`config.mk`:
```
export PLATFORM = sky130hd
export DESIGN_NAME = hrtu_ram
export DESIGN_NICKNAME = d
export VERILOG_FILES = /design/src/rtl/core/hrtu_ram.sv
export SDC_FILE = /design/constraint.sdc
export NUM_CORES = 2
export LEC_CHECK = 0
export BUFFER_PORTS_ARGS = -buffer_cell sky130_fd_sc_hd__buf_2
export CAP_MARGIN = 10
export CORE_MARGIN = 2
export CORE_UTILIZATION = 60
export DETAILED_ROUTE_END_ITERATION = 12
export PLACE_DENSITY = 0.77
export SLEW_MARGIN = 20
export SYNTH_ARGS = -nofsm -noshare
export SYNTH_HDL_FRONTEND = slang
export SYNTH_SLANG_ARGS = --single-unit
```
`constraint.sdc`:
```
create_clock -name clk -period 6.8 [get_ports clk]
set_input_delay 1.36 -clock clk [delete_from_list [all_inputs] [get_ports clk]]
set_output_delay 1.36 -clock clk [all_outputs]
set_load 0.1 [all_outputs]
```
`src/rtl/core/hrtu_ram.sv`:
```
module hrtu_ram #(
	parameter int WIDTH = 64,
	parameter int DEPTH = 32
) (
	input  logic                     clk,
	input  logic                     we,
	input  logic [$clog2(DEPTH)-1:0] waddr,
	input  logic [WIDTH-1:0]         wdata,
	input  logic [$clog2(DEPTH)-1:0] raddr,
	output logic [WIDTH-1:0]         rdata
);

	logic [WIDTH-1:0] mem [DEPTH];

	// One write port and one registered read port.
	always_ff @(posedge clk) begin
		if (we) begin
			mem[waddr] <= wdata;
		end
		rdata <= mem[raddr];
	end

endmodule

```
==> run metrics <==
net count after synthesis=around 3200; setup total negative slack=0 ns; CP required=around 7.2 ns; Slew Viols, Final=0; period utilization=between 50% and 60%; Synth area leaders=edfxtp_1, mux4_2, dfxtp_1; reg-to-reg endpoint=rdata[33]; crit-path cells=buf_2 > nand3b_1 > nor2_4 > buf_4; # Post-CTS Setup Buffers=0; CP Launch Type=input port; Max-Cap Viols=0; Final min period=roughly 3.5 ns; met3 GRT Util=under 10%; die width=about 370 um; Initial DRC Count=5966; number of port buffers=between 100 and 150; flop-to-flop setup slack=4.81 ns; Die ar.=about 130000 um2; reg2reg start=mem[5][33]; worst setup margin=around 3.3 ns; pin count of the biggest net entering global routing=100; Slew HR=20.17%; H-tree Lvls=4; GR Util met1=~41%; Placeable Area=131000 um2; post-route cell area=88810 um2; grt peak-use layer=met2; via-per-instance ratio=6.960; most common cell after layout, fill and taps aside=edfxtp_1; Fill cells=7359; boundary pin count=140; cell count after placement=between 4000 and 5000; CTS sink count=approximately 2100; Bufs on Longest Clock Path=3; r2r worst-path depth=3; routed wire length=between 150000 and 200000 um; Worst-Margin Slew=1.197 ns; Yosys cell types=31; share of the synthesized area in the top cell type=approximately 78%; Fin Clk Skew=~0.028 ns; Max IR drop VDD=0.1855 mV; Buf/Inv on CP=2; antenna viol nets, final=0; Pre-Repair DR Iteration Count=7; total grt overflow=0; root buf cell=clkbuf_16; row count=133; Synth-to-Final Area Change=12.47%; worst hold path class=reg2reg; Starting Density=about three fifths; # DRC=0; Mapped Area=a little under 80000 um2; Total GRT Usage=just under 30%; hold_ws=roughly 0.83 ns; syn_area_per_cell=around 25 um2; CTS Hold Bufs=0; Fin. Hold Viols=0; post-CTS sizing=0; maximum clock frequency=between 200 and 300 MHz; Worst-Skew Late Latency=just over 0.8 ns; first-pass GRT wire length=277700 um; hpwl dp=89500 um; RSZ-0062 raised after global routing=no; pre-CTS WS=roughly 2.5 ns; Placed Area=just over 80000 um2; Wirelength per Cell=~37 um; Syn Inst Count=between 3000 and 4000; CP Class=in2reg; Lkg Pwr=about 28 nW; hold endpoint=rdata[46]; Die H=about 370 um; crit-path max FO=25; CTS Buf Count=197; commonest cells after routing, fill and taps aside=edfxtp_1, mux4_2, clkbuf_16; Clk pin slew, worst setup/hold paths=0.06 ns; Seq/Total Area, Yosys=about four fifths; Max stage delay on crit path=between 1 and 1.5 ns; TritonCTS clock tree=built; arrival time at the worst endpoint=about 4.0 ns; # setup viols final=0; critical path capture point type=register; area leader, netlist=edfxtp_1; hold depth=4; nets=between 3000 and 4000; status=finished clean; vias in the first global route=approximately 38000; yosys warns=0; CP delay by family, top=simple AND/OR/NAND/NOR gates; P per Cell Area=about 310 nW/um2; Slowest-stage cell, CP=nor2_4; vias after detailed routing=around 37000; met2 Track Usage GR=approximately 46%; GPL Wtd Cong=approximately 0.74; initial antenna violation count=21; layout cells sized above 1=approximately 34%; register bit total from synthesis=2112; hold_sp=mem[20][46]; Final Non-Filler Cells=~5300
==> cells by family after synthesis <==
group / Yosys count / synth area share [%]
simple gates: 64 / 0.3787
mux: 714 / 18.71
compound gates: 50 / 0.4659
buf+inv: 157 / 0.9444
flops: 2112 / 79.50
==> cells in the mapped netlist <==
master and instances:
nor2b_1 4, dfxtp_1 64, buf_2 65, mux4_2 602
nor2_1 41, a211oi_1 3, o21ai_0 9, o22ai_1 10
mux2_2 74, and2_0 1, buf_1 19, a22oi_1 3
nand2_1 3, edfxtp_1 2048, nand2b_1 2, mux2i_1 38
a221oi_1 12, o221ai_1 3, buf_6 3, o211ai_1 3
clkbuf_1 55, inv_2 1, and2_1 3, a22o_1 1
o2bb2ai_1 3, o31a_1 3, buf_4 14, or3_1 1
or3b_2 2, nand3_1 2, nand3b_1 5
==> power breakdown <==
part / switching [mW] / internal (mW)
clock network: 4.76 / 6.25
logic: 1.08 / 0.543
registers: 0.0858 / 14.5
==> worst max path at each step <==
stage,start,endpoint,slack (ns),depth (start not counted)
floorplan,waddr[1],mem[12][0],1.62,3
global placement,waddr[0],mem[26][46],2.56,4
detailed placement,waddr[0],mem[26][46],2.51,4
CTS,raddr[0],rdata[1],3.33,5
global route,raddr[0],rdata[1],3.18,5
finish,waddr[0],mem[22][21],3.26,4
==> per-stage QoR <==
| step | util, % | power [mW] |
|---|---|---|
| 6_report | 67.81 | 27.19 |
| 4_1_cts | 67.75 | 27.27 |
| 3_3_place_gp | 62.84 | 16.35 |
| 2_1_floorplan | - | 15.90 |
| 5_1_grt | 67.80 | 27.78 |
| 3_5_place_dp | 62.84 | 16.42 |
==> layout make-up <==
class / count / area (um2) / share of cell area [%]
diodes: 10 / 25.02 / 0.02818
clock buffers: 273 / 5532 / 6.229
clock inverters: 94 / 897.1 / 1.010
inverters: 1 / 3.754 / 0.004227
multi-input cells: 828 / 15680 / 17.65
flip-flops and latches: 2112 / 62780 / 70.69
well taps: 1755 / 2196 / 2.473
repair buffers: 223 / 1697 / 1.910
==> routing by layer <==
metal,wire [um],up-vias,part of all wire [%]
met3,24610,408,13
met2,95860,2902,49
met1,68900,19490,35
met5,90,-,0.046
li1,-,14040,-
met4,5474,14,2.8
==> worst reg2reg max path, delay by kind of cell (launching register included) <==
kind	cells	cell delay (ns)
flops	1	0.47
mux	3	1.39
==> sequential cells by signal, summed over array words and instances (netlist names) <==
| name | flops |
|---|---|
| mem | 2048 |
| rdata | 64 |
Power figures use the tool's default switching activity.
